## src/rtl/efed_pkg.sv

```systemverilog
// Types and constants of the EMG flex envelope detector.
`default_nettype none
package efed_pkg;

  localparam int SAMPLE_W = 12;
  localparam int FRAC_W   = 16;
  localparam int LVL_W    = SAMPLE_W + FRAC_W;   // Q12.16 level
  localparam int OPND_W   = 30;                  // signed multiplier operand
  localparam int COEF_W   = 15;
  localparam int PROD_W   = OPND_W + COEF_W + 1;
  localparam int AMP_W    = 32;
  localparam int HIST_N   = 4;

  localparam logic [COEF_W-1:0] COEF_LP   = 15'd13107;  // 0.2
  localparam logic [COEF_W-1:0] COEF_HP   = 15'd6553;   // 0.1
  localparam logic [COEF_W-1:0] COEF_UP   = 15'd19660;  // 0.3
  localparam logic [COEF_W-1:0] COEF_DOWN = 15'd6553;   // 0.1

  localparam logic [SAMPLE_W-1:0] IDLE_RAW  = 12'd1930;
  localparam logic [SAMPLE_W-1:0] OUT_RESET = 12'd80;

  localparam int ADDR_W = 5;
  localparam int DATA_W = 32;

  // Register indexes (byte address / 4)
  localparam logic [2:0] REG_AMP_THRESHOLD = 3'd0;
  localparam logic [2:0] REG_HOLD_LENGTH   = 3'd1;
  localparam logic [2:0] REG_ACTIVE_TARGET = 3'd2;
  localparam logic [2:0] REG_REST_TARGET   = 3'd3;
  localparam logic [2:0] REG_WARMUP_OUTPUT = 3'd4;

  localparam logic [7:0]          RST_AMP_THRESHOLD = 8'd3;
  localparam logic [7:0]          RST_HOLD_LENGTH   = 8'd15;
  localparam logic [SAMPLE_W-1:0] RST_ACTIVE_TARGET = 12'd4095;
  localparam logic [SAMPLE_W-1:0] RST_REST_TARGET   = 12'd80;
  localparam logic [SAMPLE_W-1:0] RST_WARMUP_OUTPUT = 12'd130;

  typedef enum logic [3:0] {
    ST_IDLE,
    ST_SUM,
    ST_LP_MUL,
    ST_LP_ST,
    ST_HP_PREP,
    ST_HP_MUL,
    ST_HP_ST,
    ST_AMP,
    ST_TGT,
    ST_OUT_MUL,
    ST_OUT_ST,
    ST_DONE
  } efed_state_t;

  typedef struct packed {
    logic in_valid;
    logic warm;
    logic out_free;
  } efed_stat_t;

  typedef struct packed {
    efed_state_t state;
    logic        accept;
    logic        load_out;
  } efed_ctl_t;

endpackage
`default_nettype wire

```

## src/rtl/emg_flex_envelope_detector_unit.sv

```systemverilog
// Top level of the EMG flex envelope detector.
// A sample request is accepted in an idle cycle. The sequencer then walks
// three constant multiplies (low-pass, high-pass, output smoothing) through
// one shared multiplier, each followed by its store step, and loads the
// result into the output register once that register is free; while the
// ring is still warming up it skips the multiply steps. The next request
// can be accepted in the cycle after the result is loaded, so one sample
// holds the block until then. in_stall is high while a sample is being
// worked and while its result waits for a free output register.
// The output register holds one finished result, so a new sample can be
// accepted while the previous result waits to be taken. No clearing pass
// is needed after reset: unwritten ring entries read as zero until the ring
// has filled once.
`default_nettype none
module emg_flex_envelope_detector_unit import efed_pkg::*; #(
  parameter int RING_DEPTH = 16
) (
  input  wire logic                clk,
  input  wire logic                rst,
  input  wire logic                in_valid,
  output logic                     in_stall,
  input  wire logic [SAMPLE_W-1:0] sample,
  output logic                     out_valid,
  input  wire logic                out_stall,
  output logic      [SAMPLE_W-1:0] envelope_level,
  output logic                     warming_up,
  output logic                     hold_active,
  input  wire logic                psel,
  input  wire logic                penable,
  input  wire logic                pwrite,
  input  wire logic [ADDR_W-1:0]   paddr,
  input  wire logic [DATA_W-1:0]   pwdata,
  output logic      [DATA_W-1:0]   prdata,
  output logic                     pready
);

  localparam int PTR_W = $clog2(RING_DEPTH);
  localparam int SUM_W = SAMPLE_W + PTR_W;
  localparam int FLX_W = SUM_W + 2;
  localparam logic [PTR_W-1:0] LAST_SLOT = PTR_W'(RING_DEPTH - 1);
  localparam logic signed [FLX_W-1:0] DEP    = FLX_W'(RING_DEPTH);
  localparam logic signed [FLX_W-1:0] DEP_3  = FLX_W'(3 * RING_DEPTH);
  localparam logic signed [FLX_W-1:0] DEP_5  = FLX_W'(5 * RING_DEPTH);
  localparam logic signed [FLX_W-1:0] DEP_10 = FLX_W'(10 * RING_DEPTH);

  // configuration
  logic [7:0]          amp_threshold;
  logic [7:0]          hold_length;
  logic [SAMPLE_W-1:0] active_target;
  logic [SAMPLE_W-1:0] rest_target;
  logic [SAMPLE_W-1:0] warmup_output;

  // datapath state
  logic [SAMPLE_W-1:0]      x;
  logic [PTR_W-1:0]         ring_pointer;
  logic [SUM_W-1:0]         ring_sum;
  logic                     ring_filled;
  logic [SAMPLE_W-1:0]      hist [HIST_N];
  logic [LVL_W-1:0]         smooth_level;
  logic [LVL_W-1:0]         previous_smooth;
  logic signed [OPND_W-1:0] highpass_level;
  logic [LVL_W-1:0]         output_level;
  logic [7:0]               hold_counter;
  logic signed [OPND_W-1:0] opnd;
  logic [AMP_W-1:0]         amp;
  logic                     going_up;
  logic                     warm;

  efed_stat_t stat;
  efed_ctl_t  ctl;

  logic [SAMPLE_W-1:0]      ram_rdata;
  logic [SAMPLE_W-1:0]      old_sample;
  logic                     ptr_last;
  logic                     mul_en;
  logic [COEF_W-1:0]        mul_coef;
  logic signed [PROD_W-1:0] prod;
  logic signed [OPND_W-1:0] prod_hi;
  logic signed [OPND_W-1:0] smooth_sum;
  logic signed [OPND_W-1:0] out_sum;
  logic [OPND_W-1:0]        hp_abs;
  logic signed [FLX_W-1:0]  s_ext, v0d, v1d, v2d;
  logic                     flex;
  logic                     active;
  logic signed [OPND_W-1:0] act_diff, rest_diff;
  logic                     cfg_wr;

  assign pready   = 1'b1;
  assign cfg_wr   = psel && penable && pwrite && pready;
  assign in_stall = (ctl.state != ST_IDLE);

  assign ptr_last   = (ring_pointer == LAST_SLOT);
  assign old_sample = ring_filled ? ram_rdata : '0;

  assign stat.in_valid = in_valid;
  assign stat.warm     = !ring_filled && !ptr_last;
  assign stat.out_free = !out_valid || !out_stall;

  efed_ctrl u_ctrl (
    .clk  (clk),
    .rst  (rst),
    .stat (stat),
    .ctl  (ctl)
  );

  efed_ram #(
    .WIDTH (SAMPLE_W),
    .DEPTH (RING_DEPTH)
  ) u_ring (
    .clk   (clk),
    .we    (ctl.state == ST_SUM),
    .waddr (ring_pointer),
    .wdata (x),
    .raddr (ring_pointer),
    .rdata (ram_rdata)
  );

  always_comb begin
    mul_en   = 1'b1;
    mul_coef = COEF_LP;
    case (ctl.state)
      ST_LP_MUL:  mul_coef = COEF_LP;
      ST_HP_MUL:  mul_coef = COEF_HP;
      ST_OUT_MUL: mul_coef = going_up ? COEF_UP : COEF_DOWN;
      default:    mul_en   = 1'b0;
    endcase
  end

  efed_mul u_mul (
    .clk  (clk),
    .en   (mul_en),
    .a    (opnd),
    .c    (mul_coef),
    .prod (prod)
  );

  // product >> 16, floor
  assign prod_hi    = prod[PROD_W-1:FRAC_W];
  assign smooth_sum = $signed({2'b00, smooth_level}) + prod_hi;
  assign out_sum    = $signed({2'b00, output_level}) + prod_hi;
  assign hp_abs     = highpass_level[OPND_W-1] ? OPND_W'(-highpass_level)
                                               : highpass_level;

  // flex pattern against the ring mean, scaled by the depth
  assign s_ext = $signed(FLX_W'(ring_sum));
  assign v0d   = $signed(FLX_W'(hist[0])) * DEP;
  assign v1d   = $signed(FLX_W'(hist[1])) * DEP;
  assign v2d   = $signed(FLX_W'(hist[2])) * DEP;
  assign flex  = (v0d >= s_ext - DEP_5) && (v0d <= s_ext + DEP_5) &&
                 (v1d > s_ext + DEP_3) && (v2d < s_ext - DEP_10) &&
                 (hist[3] > hist[2]);

  assign active    = (hold_counter != 8'd0) ||
                     (amp > AMP_W'({amp_threshold, {FRAC_W{1'b0}}}));
  assign act_diff  = $signed({2'b00, active_target, {FRAC_W{1'b0}}}) -
                     $signed({2'b00, output_level});
  assign rest_diff = $signed({2'b00, rest_target, {FRAC_W{1'b0}}}) -
                     $signed({2'b00, output_level});

  // configuration registers
  always_ff @(posedge clk) begin
    if (rst) begin
      amp_threshold <= RST_AMP_THRESHOLD;
      hold_length   <= RST_HOLD_LENGTH;
      active_target <= RST_ACTIVE_TARGET;
      rest_target   <= RST_REST_TARGET;
      warmup_output <= RST_WARMUP_OUTPUT;
    end else if (cfg_wr) begin
      unique case (paddr[4:2])
        REG_AMP_THRESHOLD: amp_threshold <= pwdata[7:0];
        REG_HOLD_LENGTH:   hold_length   <= pwdata[7:0];
        REG_ACTIVE_TARGET: active_target <= pwdata[SAMPLE_W-1:0];
        REG_REST_TARGET:   rest_target   <= pwdata[SAMPLE_W-1:0];
        REG_WARMUP_OUTPUT: warmup_output <= pwdata[SAMPLE_W-1:0];
        default: ;
      endcase
    end
  end

  always_comb begin
    prdata = '0;
    unique case (paddr[4:2])
      REG_AMP_THRESHOLD: prdata = DATA_W'(amp_threshold);
      REG_HOLD_LENGTH:   prdata = DATA_W'(hold_length);
      REG_ACTIVE_TARGET: prdata = DATA_W'(active_target);
      REG_REST_TARGET:   prdata = DATA_W'(rest_target);
      REG_WARMUP_OUTPUT: prdata = DATA_W'(warmup_output);
      default:           prdata = '0;
    endcase
  end

  // payload registers
  always_ff @(posedge clk) begin
    if (ctl.accept) begin
      x <= sample;
    end
    case (ctl.state)
      ST_SUM:     opnd <= $signed({2'b00, x, {FRAC_W{1'b0}}}) -
                          $signed({2'b00, smooth_level});
      ST_HP_PREP: opnd <= highpass_level + $signed({2'b00, smooth_level}) -
                          $signed({2'b00, previous_smooth});
      ST_AMP:     amp  <= (AMP_W'(hp_abs) << 4) + (AMP_W'(hp_abs) << 2);
      ST_TGT: begin
        opnd     <= active ? act_diff : rest_diff;
        going_up <= active;
      end
      default: ;
    endcase
  end

  // filter, ring and hold state
  always_ff @(posedge clk) begin
    if (rst) begin
      ring_pointer    <= '0;
      ring_sum        <= '0;
      ring_filled     <= 1'b0;
      for (int i = 0; i < HIST_N; i++) begin
        hist[i] <= IDLE_RAW;
      end
      smooth_level    <= {IDLE_RAW, {FRAC_W{1'b0}}};
      previous_smooth <= {IDLE_RAW, {FRAC_W{1'b0}}};
      highpass_level  <= '0;
      output_level    <= {OUT_RESET, {FRAC_W{1'b0}}};
      hold_counter    <= '0;
      warm            <= 1'b0;
    end else begin
      case (ctl.state)
        ST_SUM: begin
          ring_sum     <= ring_sum - SUM_W'(old_sample) + SUM_W'(x);
          ring_pointer <= ptr_last ? '0 : ring_pointer + 1'b1;
          if (ptr_last) begin
            ring_filled <= 1'b1;
          end
          for (int i = 0; i < HIST_N - 1; i++) begin
            hist[i] <= hist[i+1];
          end
          hist[HIST_N-1] <= x;
          warm <= stat.warm;
        end
        ST_LP_ST: smooth_level <= smooth_sum[LVL_W-1:0];
        ST_HP_PREP: begin
          previous_smooth <= smooth_level;
          if (flex) begin
            hold_counter <= hold_length;
          end else if (hold_counter != 8'd0) begin
            hold_counter <= hold_counter - 8'd1;
          end
        end
        ST_HP_ST:  highpass_level <= prod_hi;
        ST_OUT_ST: output_level   <= out_sum[LVL_W-1:0];
        default: ;
      endcase
    end
  end

  // result register
  always_ff @(posedge clk) begin
    if (rst) begin
      out_valid <= 1'b0;
    end else if (ctl.load_out) begin
      out_valid <= 1'b1;
    end else if (!out_stall) begin
      out_valid <= 1'b0;
    end
  end

  always_ff @(posedge clk) begin
    if (ctl.load_out) begin
      envelope_level <= warm ? warmup_output : output_level[LVL_W-1:FRAC_W];
      warming_up     <= warm;
      hold_active    <= (hold_counter != 8'd0);
    end
  end

endmodule
`default_nettype wire

```

## src/rtl/efed_ram.sv

```systemverilog
// Generic single-port-write RAM with registered read.
`default_nettype none
module efed_ram #(
  parameter int WIDTH = 12,
  parameter int DEPTH = 16
) (
  input  wire logic                     clk,
  input  wire logic                     we,
  input  wire logic [$clog2(DEPTH)-1:0] waddr,
  input  wire logic [WIDTH-1:0]         wdata,
  input  wire logic [$clog2(DEPTH)-1:0] raddr,
  output logic      [WIDTH-1:0]         rdata
);

  logic [WIDTH-1:0] mem [DEPTH];

  always_ff @(posedge clk) begin
    if (we) begin
      mem[waddr] <= wdata;
    end
    rdata <= mem[raddr];
  end

endmodule
`default_nettype wire

```

## src/rtl/efed_mul.sv

```systemverilog
// Shared coefficient multiplier with registered product.
`default_nettype none
module efed_mul import efed_pkg::*; (
  input  wire logic                     clk,
  input  wire logic                     en,
  input  wire logic signed [OPND_W-1:0] a,
  input  wire logic        [COEF_W-1:0] c,
  output logic      signed [PROD_W-1:0] prod
);

  always_ff @(posedge clk) begin
    if (en) begin
      prod <= a * $signed({1'b0, c});
    end
  end

endmodule
`default_nettype wire

```

## src/rtl/efed_ctrl.sv

```systemverilog
// Step sequencer of the envelope detector.
`default_nettype none
module efed_ctrl import efed_pkg::*; (
  input  wire logic       clk,
  input  wire logic       rst,
  input  wire efed_stat_t stat,
  output efed_ctl_t       ctl
);

  efed_state_t state, state_next;

  always_ff @(posedge clk) begin
    if (rst) begin
      state <= ST_IDLE;
    end else begin
      state <= state_next;
    end
  end

  always_comb begin
    state_next   = state;
    ctl.state    = state;
    ctl.accept   = 1'b0;
    ctl.load_out = 1'b0;
    unique case (state)
      ST_IDLE: begin
        if (stat.in_valid) begin
          ctl.accept = 1'b1;
          state_next = ST_SUM;
        end
      end
      ST_SUM:     state_next = stat.warm ? ST_DONE : ST_LP_MUL;
      ST_LP_MUL:  state_next = ST_LP_ST;
      ST_LP_ST:   state_next = ST_HP_PREP;
      ST_HP_PREP: state_next = ST_HP_MUL;
      ST_HP_MUL:  state_next = ST_HP_ST;
      ST_HP_ST:   state_next = ST_AMP;
      ST_AMP:     state_next = ST_TGT;
      ST_TGT:     state_next = ST_OUT_MUL;
      ST_OUT_MUL: state_next = ST_OUT_ST;
      ST_OUT_ST:  state_next = ST_DONE;
      ST_DONE: begin
        if (stat.out_free) begin
          ctl.load_out = 1'b1;
          state_next   = ST_IDLE;
        end
      end
      default:    state_next = ST_IDLE;
    endcase
  end

endmodule
`default_nettype wire

```

## config.mk

```make
export PLATFORM = sky130hd
export DESIGN_NAME = emg_flex_envelope_detector_unit
export DESIGN_NICKNAME = d
export VERILOG_FILES = /design/src/rtl/efed_pkg.sv /design/src/rtl/emg_flex_envelope_detector_unit.sv /design/src/rtl/efed_ram.sv /design/src/rtl/efed_mul.sv /design/src/rtl/efed_ctrl.sv
export SDC_FILE = /design/constraint.sdc
export NUM_CORES = 2
export LEC_CHECK = 0
export BUFFER_PORTS_ARGS = -buffer_cell sky130_fd_sc_hd__clkbuf_2
export CORE_MARGIN = 2
export CORE_UTILIZATION = 30
export CTS_CLUSTER_SIZE = 16
export DETAILED_ROUTE_END_ITERATION = 7
export HOLD_SLACK_MARGIN = 0.06
export SLEW_MARGIN = 20
export SYNTH_ARGS = -nofsm -noshare
export SYNTH_HDL_FRONTEND = slang
export SYNTH_SLANG_ARGS = --single-unit
```

## constraint.sdc

```tcl
create_clock -name clk -period 9 [get_ports clk]
set_input_delay 0.9 -clock clk [delete_from_list [all_inputs] [get_ports clk]]
set_output_delay 0.9 -clock clk [all_outputs]
set_load 0.02 [all_outputs]
```

**After elaboration in Yosys (flattened, before gate mapping)**

Memories as Yosys holds them, arrays and structs flattened. A register that Yosys moved wholly into a read port is not among the register bits.
Index checks and enable logic that the tools add are counted.

- $add $sub $neg: 17
- Magnitude comparators: 6
- Multiplexer cells: 32
- Equality and inequality tests: 19
- Bitwise gates (word level): 4
- Reductions and logical operators: 28
- Multipliers: 1

Operator list:

| kind | count |
|---|---|
| one-hot mux 30 bit (3 select lines) | 1 |
| subtractor 28 x 28 -> 29 bit | 3 |
| 2-to-1 mux 12 bit | 6 |
| 2-to-1 mux 30 bit | 2 |
| one-hot mux 12 bit (5 select lines) | 1 |
| adder 28 bit | 2 |
| one-hot mux 4 bit (12 select lines) | 1 |
| multiplier 30 x 16 -> 46 bit | 1 |
| adder 32 bit | 1 |
| > comparator 32 x 24 -> 1 bit | 1 |
| adder 30 x 29 -> 30 bit | 1 |
| negation 30 bit | 1 |
| one-hot mux 15 bit (2 select lines) | 1 |
| subtractor 30 x 29 -> 30 bit | 1 |
| == test 4 bit, second input constant | 5 |
| adder 16 x 6 -> 17 bit, second input constant | 1 |
| adder 16 x 7 -> 17 bit, second input constant | 1 |
| greater-or-equal comparator 17 bit | 1 |
| > comparator 16 x 17 -> 1 bit | 1 |
| less-or-equal comparator 16 x 17 -> 1 bit | 1 |
| < comparator 17 bit | 1 |
| subtractor 16 x 7 -> 17 bit, second input constant | 1 |
| subtractor 16 x 8 -> 17 bit, second input constant | 1 |
| adder 16 x 12 -> 16 bit | 1 |
| 28 further kinds | 70 |

- Output and inout bits: 49
- Input bits: 56
- Memories kept: 2
- Bits in writable memories: 240
- Word-level logic and storage cells: 133
- Register bits: 336

Memories:

| memory | words | width | rd ports | clocked after Yosys merged registers in | write ports | line | RTL |
|---|---|---|---|---|---|---|---|
| u_ring.mem | 16 | 12 | 1 | 1 | 1 | efed_ram.sv:15 | `logic [WIDTH-1:0] mem [DEPTH];` |
| hist | 4 | 12 | 4 | 0 | 4 | emg_flex_envelope_detector_unit.sv:58 | `logic [SAMPLE_W-1:0] hist [HIST_N];` |

**Depth between registers and ports, before layout**

- Depth in word-level cells: 8
- Mapped depth: 31
- Mapped depth without buffers: 28

**By module**

Synthesis repeated with hierarchy kept, for this count alone.

- Cells, all modules: 5030
- Area, all modules: 49442.4 µm²

By module, submodules not included:

| module | sequential area each (µm²) | instances | area an instance (µm²) | cells each |
|---|---|---|---|---|
| emg_flex_envelope_detector_unit | 7997.7 | 1 | 24395.9 | 2861 |
| efed_mul | 1381.3 | 1 | 17186.5 | 1810 |
| efed_ram | 6005.8 | 1 | 7599.8 | 329 |
| efed_ctrl | 80.1 | 1 | 260.2 | 30 |

**Least setup slack after synthesis**

Ideal clock, no wire load.

- Path kind: flip-flop to flip-flop
- Start point: reg u_ctrl.state[3]
- End point: reg u_mul.prod[39], data pin
- Clock period less this slack: 7.163 ns
- Arrival: 6.904 ns
- Buffers on the path: 4
- Library setup time: 0.259 ns
- Setup slack: 1.837 ns
- Required time: 8.741 ns
- Stages on the path, launching flop included: 30
- Path through: dfxtp_1 -> clkbuf_1 -> clkbuf_1 -> nand2b_1 -> nand2_1 -> and2_1 -> clkbuf_1 -> buf_1 -> nand2_1 -> inv_1 -> fa_1 -> inv_1 -> fa_1 -> inv_1 -> fa_1 -> fa_1 -> fa_1 -> inv_1 -> fa_1 -> inv_1 -> ha_1 -> nand2_1 -> nor2_1 -> and4_1 -> nand3_1 -> or3_1 -> and2_1 -> o211ai_1 -> a21oi_1 -> xnor2_1

- Cells in the longest elaborated chain, start to end: 3
- Elaborated cells on any way between the ends: 4
- Those cells by class: 1 x mul; 2 x eq/ne; 1 x mux

Ends and longest elaborated chain:

| element | line | RTL |
|---|---|---|
| start, declared | efed_ctrl.sv:10 | `efed_state_t state, state_next;` |
| start signal, assigned | efed_ctrl.sv:16 | `state <= state_next;` |
| == test 4 bit / == test 4 x 3 -> 1 bit (equally long branches) | emg_flex_envelope_detector_unit.sv:121 | `case (ctl.state)` |
| one-hot mux 15 bit (2 select lines) (*) | emg_flex_envelope_detector_unit.sv:121 |  |
| multiplier 30 x 16 -> 46 bit (*) | efed_mul.sv:13 | `prod <= a * $signed({1'b0, c});` |
| end signal, assigned | efed_mul.sv:13 |  |
| end, declared | efed_mul.sv:8 | `output logic signed [PROD_W-1:0] prod` |

Every way passes the cells marked *; elsewhere a longest branch is shown, timed or not.
A chain may end at the register's enable or synchronous reset.

**Final worst setup path**

- Start point: reg u_ctrl.state[0]
- End point: reg u_mul.prod[43], data pin

The elaborated chain is that of the path after synthesis.

==> impl_metrics.csv <==
group,metric,value,unit
grt,grt_pass1_wl,196000,µm
placed_design,port_buffers,61,
clock_tree,cts_sinks,570,
run,drv_cap,0,
synth,syn_area_per_cell,9.88,µm²
detailed_routing,ant_nets,0,
worst_setup_path,rr_endpoint,"u_mul.prod[43]",
detailed_routing,drc,0,
finish,diodes,0,
synth,synth_area,47200,µm²
finish,syn2layout_area_growth,10.7,%
floorplan,ios,105,
worst_hold_path,worstHoldStart,"sample[6]",
floorplan,start_util,30.2,%
worst_setup_path,crit_path_max_incr_delay,0.88,ns
sta,tightest_slew,1.12,ns
detailed_routing,drt_iter0_markers,2780,
synth,synth_edf_count,357,
worst_hold_path,holdPathEnd,"x[6]",
synth,netlist_top_cells_area,"edfxtp_1 (23%), fa_1 (18%), ha_1 (10%)",
worst_hold_path,holdPathStages,1,
synth,syn_inst,4778,
synth,synthTopCellsByCount,"inv_1 (825), nand2_1 (501), fa_1 (420)",
clock_tree,cts.repair.resized,0,
grt,grt_max_degree,74,
grt,grt_remaining_overflow,0,
detailed_routing,totalWireLength,125000,µm
worst_setup_path,slowest_stage,"and2_1",
clock_tree,postCtsSetupRepairBufs,0,
grt,antenna_found_initial,2,
synth,yosys_warnings,0,
clock_tree,cts_hold_buffers,0,
grt,grt_usage,15.5,%
detailed_routing,post_drt_wl_per_cell,18.0,µm
clock_tree,cts.clk_slew.worst_paths,0.06,ns
worst_hold_path,holdCritPathClass,"in -> reg",
worst_setup_path,crit_path_frequent_cell,"fa_1",
worst_setup_path,path_max_fanout,15,
sta,finalMaxSlewViolations,0,
synth,synth_cell_type_count,85,
worst_setup_path,cp_data_arrival_time,8.78,ns
worst_setup_path,path_cells,"nor2b_1, and2_1, nand2_1, fa_1, fa_1, inv_1, fa_1, fa_1, fa_1, inv_1, fa_1, inv_1, ha_1, a21oi_1, o221ai_1, o21ai_0, a21o_1, or3_1, and2_1, o21ai_0, o221ai_1, xnor2_1",
sta,rsz0062_at_grt,"false",
floorplan,core_area,156000,µm²
clock_tree,cts_made_buffers,67,
floorplan,fp.dieH,401,µm
synth,ys.flop_type,"edfxtp_1",
sta,fin_crit_sh,93.6,%
floorplan,die_w,401,µm
synth,synth-seq-area-share,31.8,%
detailed_routing,num_vias,34000,
placed_design,place_hpwl,98100,µm
sta,slew_headroom,24.3,%
clock_tree,ctsHtreeMaxLevel,3,
sta,fin_crit,8.43,ns
sta,skew,0.0247,ns
synth,ys_async_sr_fraction,0,%
grt,grt_pass1_vias,34500,
worst_setup_path,rrSetupSlack,0.57,ns
sta,setup_tns,0,ns
floorplan,num_rows,145,
worst_setup_path,start_kind,"flop",
synth,yosys.area.top_type_share,22.7,%
detailed_routing,viasPerCell,4.91,
worst_setup_path,crit_required,9.35,ns
sta,hold_viol,0,
sta,finalSetupViolCount,0,
detailed_routing,drtPass1Iterations,7,
clock_tree,clock-root-buffer,"clkbuf_16",
sta,fmax,119,MHz
worst_setup_path,reg2reg_from,"u_ctrl.state[0]",
placed_design,gp_congestion,0.898,
finish,drive_gt1_share,7.30,%
synth,yosys.area.top_type,"edfxtp_1",
outcome,status,"finished, final reports clean",
worst_setup_path,worstSetupEndpointType,"flop",
finish,nets,5663,
clock_tree,cts_tree,"yes",
synth,synth_most_common_cell,"inv_1",
worst_setup_path,path_class,"reg -> reg",
synth,synth_seq_cells,570,
worst_setup_path,rr_worst_depth,22,
clock_tree,cts_buffer_depth,3,
clock_tree,clk_latency,0.62,ns
floorplan,die_area,161000,µm²
==> critical path: cells and delay by family, from the launching register on <==
family	cells	cell delay [ns]
AOI/OAI and AO/OA	6	1.29
xor gates and xnor gates	1	0.15
adders and majority gates	7	3.48
buffers and inverters	3	0.18
DFF	1	0.57
and+or+nand+nor	5	2.47
==> layout by cell type (no fill, tap or decap), types with 24 or more instances in the layout <==
cell type,instances
inv_1,824
nand2_1,500
fa_1,420
ha_1,380
edfxtp_1,357
a21oi_1,304
dfxtp_1,211
xnor2_1,210
nor2_1,169
o21ai_0,150
nand3_1,91
a21o_1,84
nor3_1,74
clkbuf_16,71
xor2_1,70
and2_1,64
mux4_2,60
clkbuf_2,60
buf_4,51
and3_1,45
o21a_1,44
a31oi_1,43
a22oi_1,37
a211oi_1,34
mux2i_1,34
or3_1,32
o211ai_1,28
nand2b_1,26
nand4_1,26
nor2b_1,24
==> layer usage <==
metal	track usage (%)	vias up	share of wire [%]
met5	0	-	0
met4	3.85	0	2.4
met3	1.80	156	6.0
li1	-	16100	-
met1	21.4	16700	45
met2	25.6	986	47
==> flip-flops by register name, summed over array words and instances, names as in the netlist, 16 cells and up <==
register	flops
smooth_level	28
opnd	30
u_mul.prod	30
ring_sum	16
hist	48
output_level	28
u_ring.mem	192
highpass_level	30
previous_smooth	28
amp	30
==> through the flow <==
stage / std cells / utilization, % / area [µm²] / worst slack [ns] / hold slack [ns]
2_1_floorplan: 4797 / - / 47300 / 1.84 / 0.441
6_report: 6919 / 33.5 / 52300 / 0.572 / 0.464
4_1_cts: 6919 / 33.4 / 52200 / 0.616 / 0.436
5_1_grt: 6919 / 33.5 / 52300 / 0.129 / 0.442
3_5_place_dp: 6796 / 31.9 / 49900 / 0.674 / 0.462
3_3_place_gp: 6796 / 31.9 / 49900 / 0.641 / 0.450
==> layout make-up <==
type | count | area, µm²
Tap cell | 2058 | 2570
Fill cell | 15700 | 104000
Sequential cell | 570 | 15000
Clock buffer | 84 | 1870
Inverter | 829 | 3110
Multi-Input combinational cell | 3226 | 28500
Timing Repair Buffer | 113 | 714
Clock inverter | 39 | 500
==> kinds of logic (layout without fill, tap and decap cells) <==
logic type / count (synthesis) / in the layout / synth area share (%)
simple gates: 1139 / 1139 / 11.4
buf+inv: 1001 / 1065 / 8.15
compound gates: 871 / 871 / 11.6
fa+ha+maj: 800 / 800 / 27.9
flops: 570 / 570 / 31.8
xor+xnor: 280 / 280 / 5.20
mux: 115 / 115 / 4.09
other cells: 2 / 21 / 0.0159
==> how the worst max path moves through the flow <==
stage	cells past startpoint	start	slack [ns]	to
5_1_grt	22	u_ctrl.state[0]	0.13	u_mul.prod[40]
6_report	22	u_ctrl.state[0]	0.57	u_mul.prod[43]
2_1_floorplan	29	u_ctrl.state[3]	1.84	u_mul.prod[39]
3_5_place_dp	22	u_ctrl.state[0]	0.67	u_mul.prod[43]
3_3_place_gp	25	u_ctrl.state[0]	0.64	u_mul.prod[43]
4_1_cts	25	u_ctrl.state[0]	0.62	u_mul.prod[43]
Power is left out: the tool's default activity adds up to more than one toggle a clock period on the data nets, which glitch-free logic cannot reach.
